$ cat src/rtl/vbfc_pkg.sv
// Shared types and constants of the voxel boundary face counter.
package vbfc_pkg;

   typedef enum logic {
      OP_DATA  = 1'b0,
      OP_DRAIN = 1'b1
   } opcode_type;

   localparam int CSR_IDX_W = 3;
   localparam int CSR_DATA_W = 11;
   localparam logic [CSR_IDX_W-1:0] CSR_SIZE_X = 3'd0;
   localparam logic [CSR_IDX_W-1:0] CSR_SIZE_Y = 3'd1;
   localparam logic [CSR_IDX_W-1:0] CSR_SIZE_Z = 3'd2;
   localparam logic [CSR_IDX_W-1:0] CSR_IGNORE_ZERO = 3'd3;
   localparam logic [CSR_IDX_W-1:0] CSR_VOLUME_BOUNDARY = 3'd4;

   localparam int FIFO_DEPTH = 4;
   localparam int FIFO_AW = 2;
   localparam int FIFO_CW = 3;

   localparam int NB_COUNT = 6;
   localparam int NB_OWN = 0;
   localparam int NB_MINUS_PLANE = 1;
   localparam int NB_MINUS_ROW = 2;
   localparam int NB_MINUS_ONE = 3;
   localparam int NB_PLUS_ONE = 4;
   localparam int NB_PLUS_ROW = 5;

   typedef struct packed {
      opcode_type opcode;
      logic signed [31:0] feature_id;
   } req_type;

   typedef struct packed {
      logic [23:0] cell_index;
      logic [2:0] boundary_count;
      logic last_cell;
   } rsp_type;

   // Report job handed from the front end to the back end.
   typedef struct packed {
      logic valid;
      logic [23:0] cell_index;
      logic last_cell;
      logic [2:0] on_face;
      logic [5:0] nb_en;
      logic signed [31:0] upper_id;
      logic ignore_zero;
      logic volume_boundary;
   } job_type;

   typedef struct packed {
      logic [FIFO_CW-1:0] fill;
   } back_status_type;

endpackage

$ cat src/rtl/vbfc_front.sv
// Front end: configuration, voxel and report bookkeeping, window addressing.
module vbfc_front #(
   parameter int MAX_X = 128,
   parameter int MAX_Y = 128,
   parameter int MAX_Z = 1024,
   parameter int ID_WIDTH = 32,
   parameter int AW = 15,
   parameter int DEPTH = 32768
) (
   input  logic clock,
   input  logic reset,
   input  logic csr_we,
   input  logic [vbfc_pkg::CSR_IDX_W-1:0] csr_index,
   input  logic [vbfc_pkg::CSR_DATA_W-1:0] csr_wdata,
   input  logic req_valid,
   output logic req_ready,
   input  vbfc_pkg::req_type req_data,
   input  vbfc_pkg::back_status_type back_status,
   output logic ram_we,
   output logic [AW-1:0] ram_waddr,
   output logic [ID_WIDTH-1:0] ram_wdata,
   output logic [vbfc_pkg::NB_COUNT-1:0][AW-1:0] ram_raddr,
   output vbfc_pkg::job_type job_ff
);
   import vbfc_pkg::*;

   localparam int XW = (MAX_X > 1) ? $clog2(MAX_X) : 1;
   localparam int YW = (MAX_Y > 1) ? $clog2(MAX_Y) : 1;
   localparam int ZW = (MAX_Z > 1) ? $clog2(MAX_Z) : 1;
   localparam int DXW = $clog2(MAX_X + 1);
   localparam int DYW = $clog2(MAX_Y + 1);
   localparam int DZW = $clog2(MAX_Z + 1);
   localparam logic [AW:0] DEPTH_V = (AW + 1)'(DEPTH);
   localparam logic [AW-1:0] LAST_SLOT = AW'(DEPTH - 1);

   logic [DXW-1:0] dx_ff, dx_in;
   logic [DYW-1:0] dy_ff, dy_in;
   logic [DZW-1:0] dz_ff, dz_in;
   logic ign_ff, ign_in;
   logic incl_ff, incl_in;
   logic [AW-1:0] plane_ff;

   logic [XW-1:0] ax_ff, ax_in, cx_ff, cx_in;
   logic [YW-1:0] ay_ff, ay_in, cy_ff, cy_in;
   logic [ZW-1:0] az_ff, az_in, cz_ff, cz_in;
   logic acc_full_ff, acc_full_in;
   logic emit_done_ff, emit_done_in;
   logic [AW-1:0] wp_ff, wp_in, ep_ff, ep_in;
   logic [23:0] e_ff, e_in;
   job_type job_in;

   logic size_write;
   logic accept;
   logic is_data;
   logic restart;
   logic do_write;
   logic do_rep;
   logic [AW-1:0] wp_base;
   logic ax_last, ay_last, az_last;
   logic cx_last, cy_last, cz_last;
   logic [AW-1:0] sx_off;

   function automatic logic [AW-1:0] slot_sub(input logic [AW-1:0] base,
                                              input logic [AW-1:0] off);
      logic [AW:0] t;
      t = {1'b0, base} - {1'b0, off};
      if (t[AW]) begin
         t = t + DEPTH_V;
      end
      return t[AW-1:0];
   endfunction

   function automatic logic [AW-1:0] slot_add(input logic [AW-1:0] base,
                                              input logic [AW-1:0] off);
      logic [AW:0] t;
      t = {1'b0, base} + {1'b0, off};
      if (t >= DEPTH_V) begin
         t = t - DEPTH_V;
      end
      return t[AW-1:0];
   endfunction

   // Clamped sizes and flags taken from the configuration port.
   always_comb begin
      dx_in = dx_ff;
      dy_in = dy_ff;
      dz_in = dz_ff;
      ign_in = ign_ff;
      incl_in = incl_ff;
      size_write = 1'b0;
      if (csr_we) begin
         unique case (csr_index)
            CSR_SIZE_X: begin
               size_write = 1'b1;
               if (csr_wdata[7:0] == 8'd0) dx_in = DXW'(1);
               else if (32'(csr_wdata[7:0]) > MAX_X) dx_in = DXW'(MAX_X);
               else dx_in = DXW'(csr_wdata[7:0]);
            end
            CSR_SIZE_Y: begin
               size_write = 1'b1;
               if (csr_wdata[7:0] == 8'd0) dy_in = DYW'(1);
               else if (32'(csr_wdata[7:0]) > MAX_Y) dy_in = DYW'(MAX_Y);
               else dy_in = DYW'(csr_wdata[7:0]);
            end
            CSR_SIZE_Z: begin
               size_write = 1'b1;
               if (csr_wdata == 11'd0) dz_in = DZW'(1);
               else if (32'(csr_wdata) > MAX_Z) dz_in = DZW'(MAX_Z);
               else dz_in = DZW'(csr_wdata);
            end
            CSR_IGNORE_ZERO: ign_in = csr_wdata[0];
            CSR_VOLUME_BOUNDARY: incl_in = csr_wdata[0];
            default: ;
         endcase
      end
   end

   // Room is reserved in the result queue for the job already in flight.
   assign req_ready = (32'(back_status.fill) + 32'(job_ff.valid)) < FIFO_DEPTH;
   assign accept = req_valid && req_ready;
   assign is_data = (req_data.opcode == OP_DATA);

   assign ax_last = (DXW'(ax_ff) == dx_ff - 1'b1);
   assign ay_last = (DYW'(ay_ff) == dy_ff - 1'b1);
   assign az_last = (DZW'(az_ff) == dz_ff - 1'b1);
   assign cx_last = (DXW'(cx_ff) == dx_ff - 1'b1);
   assign cy_last = (DYW'(cy_ff) == dy_ff - 1'b1);
   assign cz_last = (DZW'(cz_ff) == dz_ff - 1'b1);

   // Classify the item: new voxel, restart of a finished grid, or a flush.
   assign restart = is_data && acc_full_ff && emit_done_ff;
   assign do_write = accept && is_data && !(acc_full_ff && !emit_done_ff);
   assign do_rep = accept && ((is_data && !acc_full_ff && (az_ff != '0)) ||
                              (!is_data && acc_full_ff && !emit_done_ff));
   assign wp_base = restart ? '0 : wp_ff;
   assign sx_off = AW'(dx_ff);

   // Counter and coordinate updates.
   always_comb begin
      ax_in = ax_ff;
      ay_in = ay_ff;
      az_in = az_ff;
      cx_in = cx_ff;
      cy_in = cy_ff;
      cz_in = cz_ff;
      acc_full_in = acc_full_ff;
      emit_done_in = emit_done_ff;
      wp_in = wp_ff;
      ep_in = ep_ff;
      e_in = e_ff;
      if (size_write) begin
         ax_in = '0;
         ay_in = '0;
         az_in = '0;
         cx_in = '0;
         cy_in = '0;
         cz_in = '0;
         acc_full_in = 1'b0;
         emit_done_in = 1'b0;
         wp_in = '0;
         ep_in = '0;
         e_in = '0;
      end else begin
         if (accept && restart) begin
            acc_full_in = 1'b0;
            emit_done_in = 1'b0;
            cx_in = '0;
            cy_in = '0;
            cz_in = '0;
            ep_in = '0;
            e_in = '0;
         end
         if (do_write) begin
            wp_in = (wp_base == LAST_SLOT) ? '0 : wp_base + 1'b1;
            ax_in = ax_last ? '0 : ax_ff + 1'b1;
            if (ax_last) begin
               ay_in = ay_last ? '0 : ay_ff + 1'b1;
               if (ay_last) begin
                  az_in = az_last ? '0 : az_ff + 1'b1;
                  if (az_last) acc_full_in = 1'b1;
               end
            end
         end
         if (do_rep) begin
            ep_in = (ep_ff == LAST_SLOT) ? '0 : ep_ff + 1'b1;
            e_in = e_ff + 1'b1;
            cx_in = cx_last ? '0 : cx_ff + 1'b1;
            if (cx_last) begin
               cy_in = cy_last ? '0 : cy_ff + 1'b1;
               if (cy_last) begin
                  cz_in = cz_ff + 1'b1;
                  if (cz_last) emit_done_in = 1'b1;
               end
            end
         end
      end
   end

   // Window write of the new voxel and neighbor reads of the reported one.
   assign ram_we = do_write;
   assign ram_waddr = wp_base;
   assign ram_wdata = req_data.feature_id[ID_WIDTH-1:0];
   assign ram_raddr[NB_OWN] = ep_ff;
   assign ram_raddr[NB_MINUS_PLANE] = slot_sub(ep_ff, plane_ff);
   assign ram_raddr[NB_MINUS_ROW] = slot_sub(ep_ff, sx_off);
   assign ram_raddr[NB_MINUS_ONE] = slot_sub(ep_ff, AW'(1));
   assign ram_raddr[NB_PLUS_ONE] = slot_add(ep_ff, AW'(1));
   assign ram_raddr[NB_PLUS_ROW] = slot_add(ep_ff, sx_off);

   // Job description for the back end.
   always_comb begin
      job_in.valid = do_rep;
      job_in.cell_index = e_ff;
      job_in.last_cell = cx_last && cy_last && cz_last;
      job_in.on_face[0] = (dx_ff > DXW'(2)) && ((cx_ff == '0) || cx_last);
      job_in.on_face[1] = (dy_ff > DYW'(2)) && ((cy_ff == '0) || cy_last);
      job_in.on_face[2] = (dz_ff > DZW'(2)) && ((cz_ff == '0) || cz_last);
      job_in.nb_en[0] = (cz_ff != '0);
      job_in.nb_en[1] = (cy_ff != '0);
      job_in.nb_en[2] = (cx_ff != '0);
      job_in.nb_en[3] = !cx_last;
      job_in.nb_en[4] = !cy_last;
      job_in.nb_en[5] = !cz_last && is_data;
      job_in.upper_id = 32'($signed(req_data.feature_id[ID_WIDTH-1:0]));
      job_in.ignore_zero = ign_ff;
      job_in.volume_boundary = incl_ff;
   end

   // Configuration, control and job registers.
   always_ff @(posedge clock) begin
      if (reset) begin
         dx_ff <= DXW'(1);
         dy_ff <= DYW'(1);
         dz_ff <= DZW'(1);
         ign_ff <= 1'b1;
         incl_ff <= 1'b0;
         ax_ff <= '0;
         ay_ff <= '0;
         az_ff <= '0;
         cx_ff <= '0;
         cy_ff <= '0;
         cz_ff <= '0;
         acc_full_ff <= 1'b0;
         emit_done_ff <= 1'b0;
         wp_ff <= '0;
         ep_ff <= '0;
         e_ff <= '0;
         job_ff <= '0;
      end else begin
         dx_ff <= dx_in;
         dy_ff <= dy_in;
         dz_ff <= dz_in;
         ign_ff <= ign_in;
         incl_ff <= incl_in;
         ax_ff <= ax_in;
         ay_ff <= ay_in;
         az_ff <= az_in;
         cx_ff <= cx_in;
         cy_ff <= cy_in;
         cz_ff <= cz_in;
         acc_full_ff <= acc_full_in;
         emit_done_ff <= emit_done_in;
         wp_ff <= wp_in;
         ep_ff <= ep_in;
         e_ff <= e_in;
         job_ff <= job_in;
      end
   end

   // The plane size needs no reset.
   always_ff @(posedge clock) begin
      plane_ff <= AW'(AW'(dx_ff) * AW'(dy_ff));
   end

endmodule

$ cat config.mk
export PLATFORM = sky130hd
export DESIGN_NAME = vbfc_front
export DESIGN_NICKNAME = d
export VERILOG_FILES = /design/src/rtl/vbfc_pkg.sv /design/src/rtl/vbfc_front.sv
export SDC_FILE = /design/constraint.sdc
export NUM_CORES = 1
export LEC_CHECK = 0
export BUFFER_PORTS_ARGS = -buffer_cell sky130_fd_sc_hd__buf_2
export CORE_MARGIN = 3
export CORE_UTILIZATION = 35
export CTS_CLUSTER_DIAMETER = 30
export DETAILED_ROUTE_END_ITERATION = 16
export PLACE_DENSITY = 0.56
export SKIP_CTS_REPAIR_TIMING = 1
export SLEW_MARGIN = 10
export SYNTH_ARGS = -nofsm -noshare
export SYNTH_HDL_FRONTEND = slang
export SYNTH_SLANG_ARGS = --single-unit
$ cat constraint.sdc
create_clock -name clock -period 5.5 [get_ports clock]
set_input_delay 0.55 -clock clock [delete_from_list [all_inputs] [get_ports clock]]
set_output_delay 0.55 -clock clock [all_outputs]
set_load 0.01 [all_outputs]
---- Word-level counts from Yosys, hierarchy flattened ----
Index checks and enable logic that the tools add are counted.
storage, ports and cells
  flip-flop bits (word level) ............. 217
  input bits .............................. 54
  logic and storage cells ................. 160
operators by class
  add/subtract/negate cells ............... 23
  multiply operators ...................... 1
  order comparisons ....................... 8
  equality and inequality tests ........... 12
  mux-type cells .......................... 42
  bitwise logic cells ..................... 1
  reduce and logical (&&, ||, !) cells .... 48
operator list
  kind                   number
  $mux 15                10
  $add 15x1->15 const B  5
  $mux 7                 9
  $mux 10                5
  $mux 24                2
  $eq 7x8->1             4
  $ge 16x16->1 const B   2
  $eq 15x15->1 const B   2
  $sub 15x1->15 const B  2
  $add 7x1->7 const B    4
  $add 24x1->24 const B  1
  $eq 10x11->1           2
  $mux 11                2
  $add 10x1->10 const B  2
  $reduce_bool 10->1     2
  $logic_and 1x1->1      18
  $add 15x1->16 const B  1
  $add 15x8->16          1
  $gt 8x2->1 const B     2
  $mux 8                 2
  $sub 15x1->16 const B  1
  $sub 15x15->16         1
  $sub 15x8->16          1
  $sub 8x1->8 const B    2
  other kinds (25)       52

---- Depth between registers and ports, before layout ----
  depth in word-level cells ............... 9
  gate-level depth with buffers ........... 19

---- Least setup slack after synthesis ----
OpenSTA, ideal clock, no wires.
  kind .................................... flip-flop to flip-flop
  start point ............................. register dx_ff[1]
  end point ............................... register plane_ff[13]
  setup time .............................. 0.079 ns
  arrival time ............................ 4.093 ns
  required time ........................... 5.421 ns
  slack ................................... 1.329 ns
  stages on the path, launching flop included .. 16
  period minus slack after synthesis ...... 4.171 ns
  cells stage by stage .................... dfxtp_1 -> clkbuf_1 -> nand2_1 -> fa_1 -> fa_1 -> inv_1 -> fa_1 -> inv_1 -> fa_1 -> inv_1 -> ha_1 -> a21boi_0 -> o21ai_0 -> nand2b_1 -> a311o_1 -> o211ai_1
between the ends
  cells in the longest elaborated chain, start to end .. 1
ends and longest elaborated chain
  element                 line               RTL
  start, declared         vbfc_front.sv:36   logic [DXW-1:0] dx_ff, dx_in;
  start signal, assigned  vbfc_front.sv:250  dx_ff <= dx_in;
  $mul 8x8->15            vbfc_front.sv:272  plane_ff <= AW'(AW'(dx_ff) * AW'(dy_ff));
  end signal, assigned    vbfc_front.sv:272
  end, declared           vbfc_front.sv:41   logic [AW-1:0] plane_ff;
No other way between the ends.
A chain may end at the register's enable or synchronous reset.

---- Final worst setup path ----
  start point ............................. register dx_ff[3]
  end point ............................... register plane_ff[12]
The elaborated chain is that of the path after synthesis.

==> results.toml <==
[place]
gp_congestion = 0.8846
dp_slack_ps = 945.0
dp.cells = 2435
io_buffers = 261
dpl.hpwl_um = 30680

[critical_path]
worstSetupEndpointType = "flop"
cp.required_ps = 6010
worstReg2RegEnd = "plane_ff[12]$_DFF_P_"
worstSetupPathType = "reg2reg"
crit_path_max_incr_delay_ps = 740
worstPathMaxFanout = 18
critical_path_arrival_ps = 5070
startpoint_type = "flop"
r2r.worst_path.cells = 15
worstPathCellList = "inv_1, nor2_1, fa_1, fa_1, fa_1, inv_1, fa_1, inv_1, ha_1, nor3_1, o21a_1, nor3_1, a41oi_1, nor2b_1, xnor2_1"
slowest_stage = "dfxtp_1"
timing.rr.start = "dx_ff[3]$_SDFFE_PP0P_"
path_common_cell = "fa_1"
r2r_setup_slack_ps = 930
path_delay_family = "adder cells"
cp_num_buf_inv = 3

[logic_synthesis]
synthArstFlopShare = 0
synth_top_cell_by_area = "dfxtp_1"
syn-num-nets = 1944
yosysMostFrequentCell = "dfxtp_1"
synth_area_um2 = 14520
ys_seq_area_frac = 0.2992
syn_inst = 1768
ys_warn_count = 0
synthTopCellsByArea = "dfxtp_1 (30%), ha_1 (7.2%), xnor2_1 (6.1%)"
yosys.area.top_type_share = 0.2992
ys.flop_type = "dfxtp_1"
syn_area_per_cell_um2 = 8.212
synth-seq-cells = 217
synth.top_cells.by_count = "dfxtp_1 (217), nor2_1 (168), nand2_1 (139)"
synth_cell_types = 79
synth-edff-count = 0

[detailed_routing]
vias_per_cell = 5.167
drtAntennaViolNets = 0
wl_um = 41700
vias = 13120
drc = 0
dr.pass1.iters = 5
routedWlPerCell_um = 16.42
first_iter_violations = 744

[global_routing]
grt_pass1_vias = 12500
antenna_found_initial = 0
overflow = 0
grt_use_total = 0.1818
grt_pass1_wl_um = 66110
grt_max_degree = 67

[sta]
min_period_over_period = 0.8304
setup_violations = 0
slew_viol_final = 0
fin_skew_ps = 25.43
fin_setup_tns_ps = 0
fmax_mhz = 218.9
fin_ws_ps = 932.6
slew-limit-headroom = 0.2687
worst_slew_pin_slew_ps = 1069
fin_crit_ps = 4567
rsz0062_at_grt = "no"
final-hold-violation-count = 0

[power]
p_int_uw = 4336
combPwrFrac = 0.062
p_leak_uw = 0.007911
p_seq_frac = 0.291
pwr-share-clk = 0.647
switchingPower_uw = 1231
switching_share = 0.2211
power-per-cell-area_nw_per_um2 = 308.6
ir_drop_v = 0.0002093

[cells_and_area]
n_fill_cell = 4061
num_antenna_cells = 0
final_nets = 2145
drive_above_1_share = 0.2045
area_growth_pct = 24.22
fin_cells = 2540

[hold_path]
hold_class = "in2reg"
min_from = "req_data[19]"
hold_depth = 2
min_to = "job_ff[21]$_SDFF_PP0_"

[clock_tree]
cts_tree = "done"
h-tree-depth = 2
clk_pin_slew_ps = 40
clk_path_buf_depth = 3
cts_buffers = 57
cts_root_buf = "clkbuf_16"
clock_latency_ps = 590
cts_sinks = 217

[die]
dieArea_um2 = 43960
die_w_um = 209.7
dieHeight_um = 209.7
initial_core_util = 0.3596
core_area_um2 = 40370
ioPinCount = 262
row_count = 73

[run]
maxCapViolCount = 0

[status]
outcome = "finished, final reports clean"
-- cell type report --
class / count / area [um2] / share of cell area
Multi-Input combinational cell: 1284 / 8997 / 0.4989
Clock inverter: 30 / 467.9 / 0.02595
Clock buffer: 75 / 1655 / 0.09179
Timing Repair Buffer: 274 / 1406 / 0.07798
Tap cell: 525 / 656.9 / 0.03642
Sequential cell: 217 / 4344 / 0.2409
Inverter: 135 / 506.7 / 0.02810
-- worst max path at each step --
stage               cells after the start                  start  slack (ps)                    to
floorplan                              15  dx_ff[1]$_SDFFE_PP0P_        1330  plane_ff[13]$_DFF_P_
global placement                       14  dx_ff[3]$_SDFFE_PP0P_        1050  plane_ff[12]$_DFF_P_
detailed placement                     15  dx_ff[3]$_SDFFE_PP0P_         940  plane_ff[12]$_DFF_P_
CTS                                    10  ep_ff[1]$_SDFFE_PP0P_         920         ram_raddr[89]
global route                           10  dx_ff[1]$_SDFFE_PP0P_         650         ram_raddr[86]
finish                                 15  dx_ff[3]$_SDFFE_PP0P_         930  plane_ff[12]$_DFF_P_
-- stage by stage --
step                      hold slack [ps]  cell area (um2)  utilization  power [uW]
after floorplan                     437.8            14520            -        1874
after global placement              461.5            15910       0.3941        1991
after detailed placement            465.5            15910       0.3941        1992
after CTS                           153.7            18030       0.4467        5651
after global routing                172.0            18030       0.4467        5771
final                               193.8            18030       0.4467        5566
-- routing by layer --
metal | vias up | wire [um] | global-route usage
met1 | 6244 | 18960 | 0.2460
met5 | - | 0 | 0
met4 | 0 | 973 | 0.05820
li1 | 6425 | - | -
met2 | 384 | 19150 | 0.2941
met3 | 71 | 2620 | 0.03348
-- cells in the final DEF (no fill, tap or decap), types with 10 or more instances in the layout --
cell / instances
fa_1: 38
clkbuf_8: 14
a21oi_1: 89
inv_1: 132
nor2_1: 168
clkinv_2: 11
o211ai_1: 13
xnor2_1: 101
mux2i_1: 13
and3_1: 29
nor2b_1: 86
buf_2: 260
dfxtp_1: 217
nand3_1: 63
clkbuf_16: 58
xor2_1: 41
bufinv_16: 11
nand4_1: 20
a22oi_1: 25
nand2_1: 139
nand3b_1: 10
buf_4: 14
and2_1: 45
o21ai_0: 52
a311oi_1: 15
ha_1: 84
nor3_1: 39
or3_1: 15
a31oi_1: 15
nor4_1: 22
-- sequential cells by signal, summed over array words and instances, names as in the netlist --
| register | cells |
|---|---|
| ax_ff | 7 |
| dz_ff | 11 |
| dx_ff | 8 |
| ign_ff | 1 |
| emit_done_ff | 1 |
| job_ff | 69 |
| cx_ff | 7 |
| acc_full_ff | 1 |
| incl_ff | 1 |
| e_ff | 24 |
| dy_ff | 8 |
| ay_ff | 7 |
| ep_ff | 15 |
| plane_ff | 15 |
| az_ff | 10 |
| wp_ff | 15 |
| cy_ff | 7 |
| cz_ff | 10 |
-- power by group through the flow --
stage | logic (uW) | clock network [uW] | registers, uW
finish | 344 | 3600 | 1620
global route | 376 | 3770 | 1620
CTS | 346 | 3680 | 1620
floorplan | 223 | 0 | 1650
global placement | 343 | 0 | 1650
detailed placement | 344 | 0 | 1650
-- cells by family after synthesis --
kind of cell,synth area share
flops,0.2992
mux,0.01129
buf+inv,0.08170
xor+xnor,0.09497
fa+ha+maj,0.1248
compound gates,0.1381
simple gates,0.2499
Power figures use the tool's default switching activity.
