===== src/rtl/vbfc_pkg.sv =====
// Shared types and constants of the voxel boundary face counter.
package vbfc_pkg;

   typedef enum logic {
      OP_DATA  = 1'b0,
      OP_DRAIN = 1'b1
   } opcode_type;

   localparam int CSR_IDX_W = 3;
   localparam int CSR_DATA_W = 11;
   localparam logic [CSR_IDX_W-1:0] CSR_SIZE_X = 3'd0;
   localparam logic [CSR_IDX_W-1:0] CSR_SIZE_Y = 3'd1;
   localparam logic [CSR_IDX_W-1:0] CSR_SIZE_Z = 3'd2;
   localparam logic [CSR_IDX_W-1:0] CSR_IGNORE_ZERO = 3'd3;
   localparam logic [CSR_IDX_W-1:0] CSR_VOLUME_BOUNDARY = 3'd4;

   localparam int FIFO_DEPTH = 4;
   localparam int FIFO_AW = 2;
   localparam int FIFO_CW = 3;

   localparam int NB_COUNT = 6;
   localparam int NB_OWN = 0;
   localparam int NB_MINUS_PLANE = 1;
   localparam int NB_MINUS_ROW = 2;
   localparam int NB_MINUS_ONE = 3;
   localparam int NB_PLUS_ONE = 4;
   localparam int NB_PLUS_ROW = 5;

   typedef struct packed {
      opcode_type opcode;
      logic signed [31:0] feature_id;
   } req_type;

   typedef struct packed {
      logic [23:0] cell_index;
      logic [2:0] boundary_count;
      logic last_cell;
   } rsp_type;

   // Report job handed from the front end to the back end.
   typedef struct packed {
      logic valid;
      logic [23:0] cell_index;
      logic last_cell;
      logic [2:0] on_face;
      logic [5:0] nb_en;
      logic signed [31:0] upper_id;
      logic ignore_zero;
      logic volume_boundary;
   } job_type;

   typedef struct packed {
      logic [FIFO_CW-1:0] fill;
   } back_status_type;

endpackage


===== src/rtl/vbfc_back.sv =====
// Back end: face count of a reported voxel and the result queue.
module vbfc_back #(
   parameter int ID_WIDTH = 32
) (
   input  logic clock,
   input  logic reset,
   input  vbfc_pkg::job_type job,
   input  logic [vbfc_pkg::NB_COUNT-1:0][ID_WIDTH-1:0] nb_raw,
   output vbfc_pkg::back_status_type back_status,
   output logic rsp_valid,
   input  logic rsp_ready,
   output vbfc_pkg::rsp_type rsp_data
);
   import vbfc_pkg::*;

   logic signed [31:0] own;
   logic signed [5:0][31:0] nb;
   logic [5:0] nb_hit;
   logic [3:0] sum;
   rsp_type result;

   rsp_type fifo_mem [FIFO_DEPTH];
   logic [FIFO_AW-1:0] rd_ptr_ff, rd_ptr_in, wr_ptr_ff, wr_ptr_in;
   logic [FIFO_CW-1:0] fill_ff, fill_in;
   logic push, pop;

   // Neighbor ids in the order of the enable bits of the job.
   always_comb begin
      own = 32'($signed(nb_raw[NB_OWN]));
      nb[0] = 32'($signed(nb_raw[NB_MINUS_PLANE]));
      nb[1] = 32'($signed(nb_raw[NB_MINUS_ROW]));
      nb[2] = 32'($signed(nb_raw[NB_MINUS_ONE]));
      nb[3] = 32'($signed(nb_raw[NB_PLUS_ONE]));
      nb[4] = 32'($signed(nb_raw[NB_PLUS_ROW]));
      nb[5] = job.upper_id;
   end

   // A neighbor counts when it is enabled, non-negative, differs and passes the feature-zero policy.
   always_comb begin
      for (int i = 0; i < NB_COUNT; i++) begin
         nb_hit[i] = job.nb_en[i] && (nb[i] != own) && !nb[i][31] &&
                     !(job.ignore_zero && (nb[i] == 32'sd0));
      end
   end

   always_comb begin
      sum = '0;
      if (!own[31]) begin
         for (int i = 0; i < NB_COUNT; i++) begin
            sum = sum + 4'(nb_hit[i]);
         end
         if (job.volume_boundary && (own != 32'sd0)) begin
            for (int i = 0; i < 3; i++) begin
               sum = sum + 4'(job.on_face[i]);
            end
         end
      end
      result.cell_index = job.cell_index;
      result.boundary_count = sum[2:0];
      result.last_cell = job.last_cell;
   end

   // Result queue; the front end never issues a job without a free entry.
   assign push = job.valid;
   assign pop = rsp_valid && rsp_ready;
   assign rsp_valid = (fill_ff != '0);
   assign rsp_data = fifo_mem[rd_ptr_ff];
   assign back_status.fill = fill_ff;

   always_comb begin
      wr_ptr_in = push ? wr_ptr_ff + 1'b1 : wr_ptr_ff;
      rd_ptr_in = pop ? rd_ptr_ff + 1'b1 : rd_ptr_ff;
      fill_in = fill_ff + FIFO_CW'(push) - FIFO_CW'(pop);
   end

   always_ff @(posedge clock) begin
      if (reset) begin
         rd_ptr_ff <= '0;
         wr_ptr_ff <= '0;
         fill_ff <= '0;
      end else begin
         rd_ptr_ff <= rd_ptr_in;
         wr_ptr_ff <= wr_ptr_in;
         fill_ff <= fill_in;
      end
   end

   always_ff @(posedge clock) begin
      if (push) begin
         fifo_mem[wr_ptr_ff] <= result;
      end
   end

endmodule


===== config.mk =====
export PLATFORM = sky130hd
export DESIGN_NAME = vbfc_back
export DESIGN_NICKNAME = d
export VERILOG_FILES = /design/src/rtl/vbfc_pkg.sv /design/src/rtl/vbfc_back.sv
export SDC_FILE = /design/constraint.sdc
export NUM_CORES = 1
export LEC_CHECK = 0
export BUFFER_PORTS_ARGS = -buffer_cell sky130_fd_sc_hd__buf_2
export CAP_MARGIN = 10
export CORE_MARGIN = 2
export CORE_UTILIZATION = 45
export DETAILED_ROUTE_END_ITERATION = 8
export PLACE_DENSITY = 0.78
export SYNTH_ARGS = -nofsm -noshare
export SYNTH_HDL_FRONTEND = slang
export SYNTH_SLANG_ARGS = --single-unit

===== constraint.sdc =====
create_clock -name clock -period 4.41 [get_ports clock]
set_input_delay 0.441 -clock clock [delete_from_list [all_inputs] [get_ports clock]]
set_output_delay 0.441 -clock clock [all_outputs]
set_load 0.005 [all_outputs]

## Word-level counts from Yosys, hierarchy flattened

Memories as Yosys holds them, arrays and structs flattened. A register that Yosys moved wholly into a read port is not among the register bits.
Cells that the tools add are included.

| word-level totals | value |
|---|---|
| register bits after elaboration | 7 |
| RAM bits | 112 |
| input port bits | 264 |
| output and inout bits | 32 |
| word-level logic and storage cells | 74 |
| memories kept | 1 |

Memories:

| memory | depth | width | rd ports | clocked after memory_dff | write ports | line | RTL |
|---|---|---|---|---|---|---|---|
| fifo_mem | 4 | 28 | 1 | 1 | 1 | vbfc_back.sv:22 | `rsp_type fifo_mem [FIFO_DEPTH];` |

| cells by class | value |
|---|---|
| add/subtract/negate cells | 12 |
| eq/ne operators | 6 |
| multiplexer cells | 6 |
| reduce and logical (&&, ||, !) cells | 46 |

Operators with widths:

| kind | count |
|---|---|
| $logic_not A32 Y1 | 6 |
| $ne A32 B32 Y1 | 6 |
| $reduce_bool A32 Y1 | 1 |
| $logic_and A1 B1 Y1 | 26 |
| $add A3 B1 Y3 | 7 |
| $logic_not A1 Y1 | 12 |
| $mux W3 | 2 |
| $add A2 B1 Y2 const B | 2 |
| $mux W2 | 2 |
| $add A2 B1 Y3 | 1 |
| $reduce_bool A3 Y1 | 1 |
| $sub A3 B1 Y3 | 1 |
| $add A1 B1 Y2 | 1 |
| $mux W1 | 2 |

## Depth between registers and ports, before layout

Gate-level depths: netlist (run 1).

| depth | value |
|---|---|
| depth in word-level cells | 14 |
| mapped depth | 14 |
| mapped depth without buffers | 13 |

## Least setup slack after synthesis (run 1)

OpenSTA, ideal clock, no wires.

| path | value |
|---|---|
| kind | in2reg |
| start point | input port nb_raw[0] (netlist name) |
| end point | memory fifo_mem[0][3] (netlist name), data pin |
| setup time | 0.264 ns |
| data arrival time | 3.947 ns |
| data required time | 4.146 ns |
| setup slack | 0.199 ns |
| stages | 14 |
| buffers on the path | 1 |
| path through | buf_2 -> xnor2_1 -> nand4_1 -> nor4_1 -> a21oi_1 -> fa_1 -> fa_1 -> ha_1 -> fa_1 -> ha_1 -> fa_1 -> nand2_1 -> a21oi_1 -> mux2_4 |

| on the way | value |
|---|---|
| cells in the longest elaborated chain, start to end | 14 |
| elaborated cells between the ends (all ways) | 36 |
| those cells by class | add/sub: 8; eq/ne: 6; mux: 2; reduce/logical: 20 |

Ends and longest elaborated chain:

| element | line | RTL |
|---|---|---|
| start, declared | vbfc_back.sv:8 | `input logic [vbfc_pkg::NB_COUNT-1:0][ID_WIDTH-1:0] nb_raw,` |
| $ne A32 B32 Y1 | vbfc_back.sv:41 | `nb_hit[i] = job.nb_en[i] && (nb[i] != own) && !nb[i][31] &&` |
| $logic_and A1 B1 Y1 (3 in a row) | vbfc_back.sv:41 |  |
| $add A1 B1 Y2 | vbfc_back.sv:50 | `sum = sum + 4'(nb_hit[i]);` |
| $add A2 B1 Y3 | vbfc_back.sv:50 |  |
| $add A3 B1 Y3 (3 in a row) | vbfc_back.sv:50 |  |
| $add A3 B1 Y3 (3 in a row) | vbfc_back.sv:54 | `sum = sum + 4'(job.on_face[i]);` |
| $mux W3 (*) | vbfc_back.sv:52 | `if (job.volume_boundary && (own != 32'sd0)) begin` |
| $mux W3 (*) | vbfc_back.sv:48 | `if (!own[31]) begin` |
| net sum[2] | vbfc_back.sv:19 | `logic [3:0] sum;` |
| end, declared | vbfc_back.sv:22 |  |

The timed path passes the listed nets; every way through them passes the cells marked *.

## Worst setup path after layout (run 1)

| path | value |
|---|---|
| start point | input port nb_raw[70] (netlist name) |
| end point | memory fifo_mem[1][3] (netlist name), data pin |

| on the way | value |
|---|---|
| cells in the longest elaborated chain, start to end | 14 |
| elaborated cells between the ends (all ways) | 17 |
| those cells by class | add/sub: 8; eq/ne: 1; mux: 2; reduce/logical: 6 |

Ends and longest elaborated chain:

| element | line |
|---|---|
| $ne A32 B32 Y1 / $logic_not A32 Y1 (equally long branches) | vbfc_back.sv:41, vbfc_back.sv:42 |
| $logic_and A1 B1 Y1 (on tied branches) | vbfc_back.sv:41, vbfc_back.sv:42 |
| $logic_and A1 B1 Y1 / $logic_not A1 Y1 (equally long branches) | vbfc_back.sv:41, vbfc_back.sv:42 |
| $logic_and A1 B1 Y1 (*) | vbfc_back.sv:41 |
| $add A1 B1 Y2 (*) | vbfc_back.sv:50 |
| $add A2 B1 Y3 (*) | vbfc_back.sv:50 |
| $add A3 B1 Y3 (*) (3 in a row) | vbfc_back.sv:50 |
| $add A3 B1 Y3 (3 in a row) | vbfc_back.sv:54 |
| $mux W3 (*) | vbfc_back.sv:52 |
| $mux W3 (*) | vbfc_back.sv:48 |
| net sum[2] | vbfc_back.sv:19 |

Marked as above.

==> summary.md, run 1 <==
| Metric | Value |
|---|---|
| Number of placed cells counting well taps | 1174 |
| Worst-case vdd ir drop | 0.397 mV |
| Async set-reset flop share out of synthesis | 0% |
| Antenna viol nets, final | 0 |
| CTS H-tree depth | 4 |
| Final cell count without fillers | 1215 |
| Slack of the critical path | 0.132 ns |
| First-pass GRT wire length | 41800 um |
| Endpoint required time on the critical path | 4.56 ns |
| Post-synthesis cell area | 0.00752 mm^2 |
| Post-synthesis sequential element count | 121 |
| Arrival @ worst endpoint | between 4 and 5 ns |
| Actual transition at the worst max-transition pin | 1.01 ns |
| Clock-pin slew on the worst setup and hold paths | approximately 0.05 ns |
| Total length of routed wires | 28300 um |
| Fraction of post-synthesis cell area in the top cell type by area | 44.7% |
| Maximum clock insertion buffer count | 2 |
| Die span in y | 133 um |
| Starting Density | 45.7% |
| Number of global-route vias before repair | 7228 |
| Overall die width | 133 um |
| Vias per cell | 5.58 |
| CP bufs+invs | 2 |
| Avg Synthesized Cell Area | 12.8 um^2 |
| Run status | finished clean |
| Cell type group with the largest total delay on the critical path | adder cells |
| Count of clock tree sinks | ~120 |
| Pin count of the biggest net entering global routing | 29 |
| Hpwl dp | 23000 um |
| DR DRC count | 0 |
| Number of buffers added on ports | 295 |
| Cell repeated most along the worst path | sky130_fd_sc_hd__fa_1 |
| Worst slack, placed | -0.569 ns |
| Cell chain of the critical path | buf_2 -> nor4_4 -> buf_4 -> nand4_1 -> o31ai_2 -> a21oi_1 -> fa_1 -> fa_1 -> ha_1 -> fa_1 -> ha_1 -> fa_1 -> nand2_1 -> a21oi_1 -> mux2_4 |
| Clock buffer count from CTS | 17 |
| DR pass1 iterations | 5 |
| Routability Congestion | 1.10 |
| Placement row count | 47 |
| Post-synth top area cell | sky130_fd_sc_hd__edfxtp_1 |
| Max-cap violations | 0 |
| Static Leak | 0.00398 uW |
| Sequential-to-total area share from yosys stat | 47.1% |
| Number of flops mapped to enable cells by yosys | 112 |
| Power density over the cells | 369 mW/mm^2 |
| Synth cell types | 30 |
| Total die area | 0.0178 mm^2 |
| Critical-path top delay cell | sky130_fd_sc_hd__fa_1 |
| Routed wire length per instance | 23.3 um |
| Sort of element at the start of the critical path | input pin |
| Syn nets | 864 |
| Num ports | 296 |
| Synthesis Warnings | 0 |
| Number of failing setup endpoints in the final timing report | 0 |
| Total global routing overflow | 0 |
| Master cell of the clock root buffer | sky130_fd_sc_hd__clkbuf_16 |
| Most used flip-flop cell after synthesis | sky130_fd_sc_hd__edfxtp_1 |
| Synthesized instance count | 586 |
| Top achievable clock speed | roughly 230 MHz |
| Number of hold buffers added after CTS | 0 |
| Total Nets Final | ~1300 |
| Antenna violations before repair | 8 |
| Std-Cell Core Area | between 0.015 and 0.02 mm^2 |
| Endpoint type of the worst setup path | flop |
| List of most frequent post-synthesis cells | sky130_fd_sc_hd__xnor2_1, sky130_fd_sc_hd__edfxtp_1, sky130_fd_sc_hd__nand4_1 |
| Total power | 3890 uW |
| CTS tree | done |
| Classification of the worst setup path | in2reg |
| Sequential standard cell area | 0.00354 mm^2 |
| Overall via count from detail_route | 6780 |
| Multi-input gate area in the final layout | about 0.0038 mm^2 |
| Fin Clk Skew | between 0.005 and 0.006 ns |
| 1st-iter DRT viols | 531 |
| Shortest period the worst path allows | 4.28 ns |
| Top cells by area, synth | sky130_fd_sc_hd__edfxtp_1, sky130_fd_sc_hd__xnor2_1, sky130_fd_sc_hd__mux4_2 |
| Worst min-delay path class | in2reg |
| Insertion delay of the later-clocked pin in the worst-skew pair | 0.40 ns |
| # Post-CTS Setup Buffers | 0 |
| Max-slew violation count | 0 |
| Tcrit/Tclk final | 97.0% |
| Count leader, synth | sky130_fd_sc_hd__xnor2_1 |
| Growth of design area from synthesis to finish | 40.1% |
| Number of hold violations in the final report | 0 |
| Share of final-layout standard cells stronger than drive strength 1 | 47.5% |
| Fillers | ~1300 |
| Stage delay of the slowest cell on the critical path | around 0.58 ns |
| Largest fanout on the critical path | 4 |
| Global-route total usage across every layer | 32.3% |
| Setup repair after global routing missed its margin | no |
| Worst max-slew margin expressed relative to the limit | about a third |
-- layout make-up --
cell class | instances | share of cell area, %
Multi-Input combinational cell | 421 | 35.6
Tap cell | 220 | 2.61
Clock buffer | 19 | 4.11
Inverter | 5 | 0.178
Timing Repair Buffer | 407 | 22.0
Antenna cell | 9 | 0.214
Clock inverter | 13 | 1.66
Sequential cell | 121 | 33.6
-- kinds of logic (layout without fill, tap and decap cells) --
logic type	count (synthesis)	in the layout	share of synthesized area (%)
compound gates	15	15	1.28
xor+xnor	197	197	22.9
other cells	0	9	0
buf+inv	44	444	3.43
fa+ha+maj	14	14	2.93
mux	32	32	8.98
flops	121	121	47.1
simple gates	163	163	13.4
-- layout by cell type (no fill, tap or decap), types with 5 or more instances in the layout --
| cell type | instances |
|---|---|
| sky130_fd_sc_hd__nor4b_1 | 5 |
| sky130_fd_sc_hd__buf_2 | 295 |
| sky130_fd_sc_hd__or3_1 | 7 |
| sky130_fd_sc_hd__mux4_2 | 28 |
| sky130_fd_sc_hd__ha_1 | 8 |
| sky130_fd_sc_hd__edfxtp_1 | 112 |
| sky130_fd_sc_hd__clkbuf_16 | 17 |
| sky130_fd_sc_hd__diode_2 | 9 |
| sky130_fd_sc_hd__fa_1 | 6 |
| sky130_fd_sc_hd__inv_1 | 5 |
| sky130_fd_sc_hd__nor2_1 | 14 |
| sky130_fd_sc_hd__buf_4 | 112 |
| sky130_fd_sc_hd__dfxtp_1 | 8 |
| sky130_fd_sc_hd__xnor2_1 | 195 |
| sky130_fd_sc_hd__nor2b_1 | 8 |
| sky130_fd_sc_hd__nor4_1 | 54 |
| sky130_fd_sc_hd__o31ai_1 | 5 |
| sky130_fd_sc_hd__nand4_1 | 60 |
| sky130_fd_sc_hd__a21oi_1 | 7 |
-- worst reg2reg max path: cells and delay by family, from the launching register on --
kind,cells,cell delay [ns]
flip-flops,1,0.36
AO/OA/AOI/OAI,1,0.34
adder cells (fa/ha/maj),3,0.81
AND/OR/NAND/NOR,1,0.06
XOR/XNOR,1,0.18
buffers and inverters,2,0.11
-- flip-flops by register name, indices dropped and copies added, names as in the netlist, named ones only --
name         cells
rd_ptr_ff        2
back_status      3
wr_ptr_ff        2
fifo_mem       112
-- metrics by stage --
step / hold slack, ns / cell area [um^2] / utilization [%] / setup TNS (ns)
3_5_place_dp: 0.518 / 9880 / 60.0 / -4.38
3_3_place_gp: 0.505 / 9880 / 60.0 / -3.26
5_1_grt: 0.232 / 10500 / 64.0 / 0
6_report: 0.245 / 10500 / 64.0 / 0
4_1_cts: 0.228 / 10500 / 63.8 / 0
2_1_floorplan: 0.485 / 7520 / - / 0
-- report_power, final --
group,switching (uW),leakage (uW),internal [uW]
Clock,470,0.000282,938
Combinational,479,0.00260,570
Sequential,89.4,0.00111,1340
-- worst paths after layout --
kind                                         to  depth (start not counted)  slack, ns      startpoint
worst max register to register   back_status[2]                          8       2.46  back_status[1]
worst min register to register     rd_ptr_ff[1]                          2       0.54    rd_ptr_ff[1]
worst max-delay path             fifo_mem[1][3]                         15       0.13      nb_raw[70]
worst min-delay path            fifo_mem[0][10]                          1       0.25         job[50]
-- per-layer routing --
| layer | share of wire, % | wire length, um | global-route usage (%) | vias up |
|---|---|---|---|---|
| li1 | - | - | - | 3012 |
| met1 | 36 | 10000 | 35.5 | 3270 |
| met2 | 51 | 14400 | 56.9 | 407 |
| met3 | 7.5 | 2110 | 7.34 | 91 |
| met4 | 6.1 | 1720 | 19.7 | 0 |
| met5 | 0 | 0 | 0 | - |
-- what timing repair did --
action | in CTS | in global routing
endpoints found under the setup margin | 8 | 8
pin swaps | 0 | 0
gates resized for setup | 2 | 3
(Power assumes the default switching activity.)
==> run 2: changes to the inputs <==
CORE_MARGIN = not set   (was 2)
PLACE_DENSITY = 0.79   (was 0.78)
==> run 2 against run 1 <==
Net effect:
- first-iteration DRC count up 20%
- sequential share of layout area up 0.29 points
- worst hold slack better by 0.0066 ns
- clock-buffer cell count up 1
- critical path depth down 2
- non-clock buffer count down 6
- largest power group unchanged
==> summary.md, run 2 (synthesized netlist as in run 1, its figures left out) <==
| Metric | Value |
|---|---|
| Run status | finished clean (unchanged) |
| Routed wire length per instance | 24.8 um (was 23.3 um) |
| 1st-iter DRT viols | 635 (was 531) |
| Endpoint type of the worst setup path | flop (unchanged) |
| Cell type group with the largest total delay on the critical path | adder cells (unchanged) |
| Global-route total usage across every layer | 35.0% (was 32.3%) |
| Total Nets Final | 1245 (was 1251) |
| Share of the core filled with cells | 64.9% (was 64.0%) |
| Routability Congestion | 1.05 (was 1.10) |
| Number of failing setup endpoints in the final timing report | 0 (unchanged) |
| Static Leak | 0.00394 uW (was 0.00398 uW) |
| Number of buffers added on ports | 295 (unchanged) |
| Vias per cell | 5.71 (was 5.58) |
| Starting Density | 46.7% (was 45.7%) |
| Max-cap violations | 0 (unchanged) |
| Internal power contribution | 2800 uW (was 2850 uW) |
| Total power | 3880 uW (was 3890 uW) |
| CP bufs+invs | 1 (was 2) |
| Endpoint required time on the critical path | 4.60 ns (was 4.56 ns) |
| Antenna viol nets, final | 0 (unchanged) |
| Share of final-layout standard cells stronger than drive strength 1 | 46.9% (was 47.5%) |
| Most frequent cells in the layout | sky130_fd_sc_hd__buf_2, sky130_fd_sc_hd__xnor2_1, sky130_fd_sc_hd__edfxtp_1 (was sky130_fd_sc_hd__buf_2, sky130_fd_sc_hd__xnor2_1, sky130_fd_sc_hd__edfxtp_1, sky130_fd_sc_hd__buf_4, sky130_fd_sc_hd__nand4_1) |
| Master cell of the clock root buffer | sky130_fd_sc_hd__clkbuf_16 (unchanged) |
| Count of clock tree sinks | 121 (unchanged) |
| DR DRC count | 0 (unchanged) |
| CTS H-tree depth | 4 (unchanged) |
| Top achievable clock speed | 240 MHz (was 234 MHz) |
| Max-slew violation count | 0 (unchanged) |
| Number of hold violations in the final report | 0 (unchanged) |
| Tcrit/Tclk final | 94.5% (was 97.0%) |
| FF-to-FF setup slack | 2.40 ns (was 2.46 ns) |
| Register with the highest flop count | fifo_mem (unchanged) |
| Reg2reg end | back_status[2] (unchanged) |
| Pin count of the biggest net entering global routing | 29 (unchanged) |
| Switching fraction of total power | 27.9% (was 26.7%) |
| Cell repeated most along the worst path | sky130_fd_sc_hd__fa_1 (unchanged) |
| Sort of element at the start of the critical path | input pin (unchanged) |
| Largest fanout on the critical path | 6 (was 4) |
| Placement row count | 46 (was 47) |
| Worst min-delay path class | in2reg (unchanged) |
| Power density over the cells | 371 mW/mm^2 (was 369 mW/mm^2) |
| Worst Min Path Start | job[48] (was job[50]) |
| Cell chain of the critical path | buf_2 -> nor4b_1 -> nand4_1 -> o31ai_1 -> a21oi_1 -> fa_1 -> fa_1 -> ha_1 -> fa_1 -> ha_1 -> fa_1 -> nand2b_1 -> mux2i_2 (was buf_2 -> nor4_4 -> buf_4 -> nand4_1 -> o31ai_2 -> a21oi_1 -> fa_1 -> fa_1 -> ha_1 -> fa_1 -> ha_1 -> fa_1 -> nand2_1 -> a21oi_1 -> mux2_4) |
| Number of global-route vias before repair | 7169 (was 7228) |
| CTS tree | done (unchanged) |
| # Post-CTS Setup Buffers | 0 (unchanged) |
| Depth of the worst register-to-register path | 8 (unchanged) |
| Hold path endpoint | fifo_mem[3][8] (was fifo_mem[0][10]) |
| Hpwl dp | 23500 um (was 23000 um) |
| Antenna violations before repair | 4 (was 8) |
| Worst max-slew margin expressed relative to the limit | 34.0% (was 32.9%) |
| Arrival @ worst endpoint | 4.35 ns (was 4.43 ns) |
| Shortest period the worst path allows | 4.17 ns (was 4.28 ns) |
| Num ports | 296 (unchanged) |
| Clock buffer count from CTS | 17 (unchanged) |
| Classification of the worst setup path | in2reg (unchanged) |
| Proportion of power drawn by the clock network | 35.5% (was 36.2%) |
| Stage delay of the slowest cell on the critical path | 0.58 ns (about the same) |
| Std-Cell Core Area | 0.0161 mm^2 (was 0.0165 mm^2) |
| Overall via count from detail_route | 6851 (was 6780) |
| Growth of design area from synthesis to finish | 38.9% (was 40.1%) |
| Part of the total power dissipated in sequential elements | 36.9% (was 36.8%) |
| Maximum clock insertion buffer count | 2 (unchanged) |
| Total global routing overflow | 0 (unchanged) |
| Clock-pin slew on the worst setup and hold paths | 0.06 ns (was 0.05 ns) |
| Most common library cell in the layout ignoring fill and taps | sky130_fd_sc_hd__buf_2 (unchanged) |
| Launch point of the worst reg-to-reg path | back_status[1] (unchanged) |
| Insertion delay of the later-clocked pin in the worst-skew pair | 0.41 ns (was 0.40 ns) |
| Die span in y | 131 um (was 133 um) |
| Fin Clk Skew | 0.00964 ns (was 0.00554 ns) |
| Hold Crit Depth | 1 (unchanged) |
| First-pass GRT wire length | 43500 um (was 41800 um) |
| Actual transition at the worst max-transition pin | 0.990 ns (was 1.01 ns) |
| Total length of routed wires | 29700 um (was 28300 um) |
| Share of power burned in combinational logic | 27.5% (was 27.0%) |
| Overall die width | 131 um (was 133 um) |
| Critical-path top delay cell | sky130_fd_sc_hd__fa_1 (unchanged) |
| Sw Pwr | 1080 uW (was 1040 uW) |
| Worst-case vdd ir drop | 0.345 mV (was 0.397 mV) |
| Number of flip-flops under the largest register name | 112 (unchanged) |
| Total die area | 0.0172 mm^2 (was 0.0178 mm^2) |
| DR pass1 iterations | 4 (was 5) |
[run 2: layout make-up]
cell class	count	area [um^2]
fillers	1227	5660
clock buffers	20	437
diodes	4	10.0
well taps	216	270
repair buffers	401	2300
inverters	5	18.8
multi-input cells	421	3730
flip-flops and latches	121	3540
clock inverters	12	150
[run 2: worst max-delay path by stage]
stage	startpoint	end	slack, ns	depth (start not counted)
floorplan	nb_raw[0]	fifo_mem[0][3]	0.20	14
global placement	job[1]	fifo_mem[3][3]	-0.10	14
detailed placement	nb_raw[83]	fifo_mem[0][2]	-0.17	14
CTS	nb_raw[83]	fifo_mem[3][2]	0.16	14
global route	nb_raw[83]	fifo_mem[2][2]	-0.008	14
finish	job[1]	fifo_mem[3][2]	0.24	13
[run 2: power groups by stage]
stage,registers (uW),logic (uW),clock network (uW)
floorplan,1390,621,0
global placement,1450,1020,0
detailed placement,1460,1040,0
CTS,1440,1060,1390
global route,1450,1130,1440
finish,1430,1070,1380
[run 2: layer usage]
layer / vias to the layer above / GRT usage [%] / routed length, um
li1: 2993 / - / -
met1: 3258 / 41.8 / 10700
met2: 503 / 60.4 / 14700
met3: 97 / 7.06 / 3040
met4: 0 / 16.7 / 1330
met5: - / 0 / 0
[run 2: worst register-to-register path: cells and delay by family, from the launching register on]
kind,cells,cell delay [ns]
buffers and inverters,2,0.11
adder cells (fa/ha/maj),3,0.83
XOR/XNOR,1,0.19
AND/OR/NAND/NOR,1,0.05
AO/OA/AOI/OAI,1,0.35
flip-flops,1,0.37
[run 2: timing repair]
action | 4_1_cts | 5_1_grt
setup endpoints to repair | 0 | 4
gates resized for setup | 0 | 1
hold buffers | 0 | 0
endpoints found under the hold margin | 0 | 0
[run 2: per-stage QoR]
stage | hold slack, ns | cells | cell area, um^2 | setup TNS, ns | setup slack [ns]
2_1_floorplan | 0.485 | 586 | 7520 | 0 | 0.199
3_3_place_gp | 0.512 | 1164 | 9850 | -0.656 | -0.102
3_5_place_dp | 0.530 | 1164 | 9850 | -1.21 | -0.172
4_1_cts | 0.232 | 1196 | 10400 | 0 | 0.163
5_1_grt | 0.237 | 1199 | 10500 | -0.0306 | -0.00843
6_report | 0.252 | 1200 | 10500 | 0 | 0.245
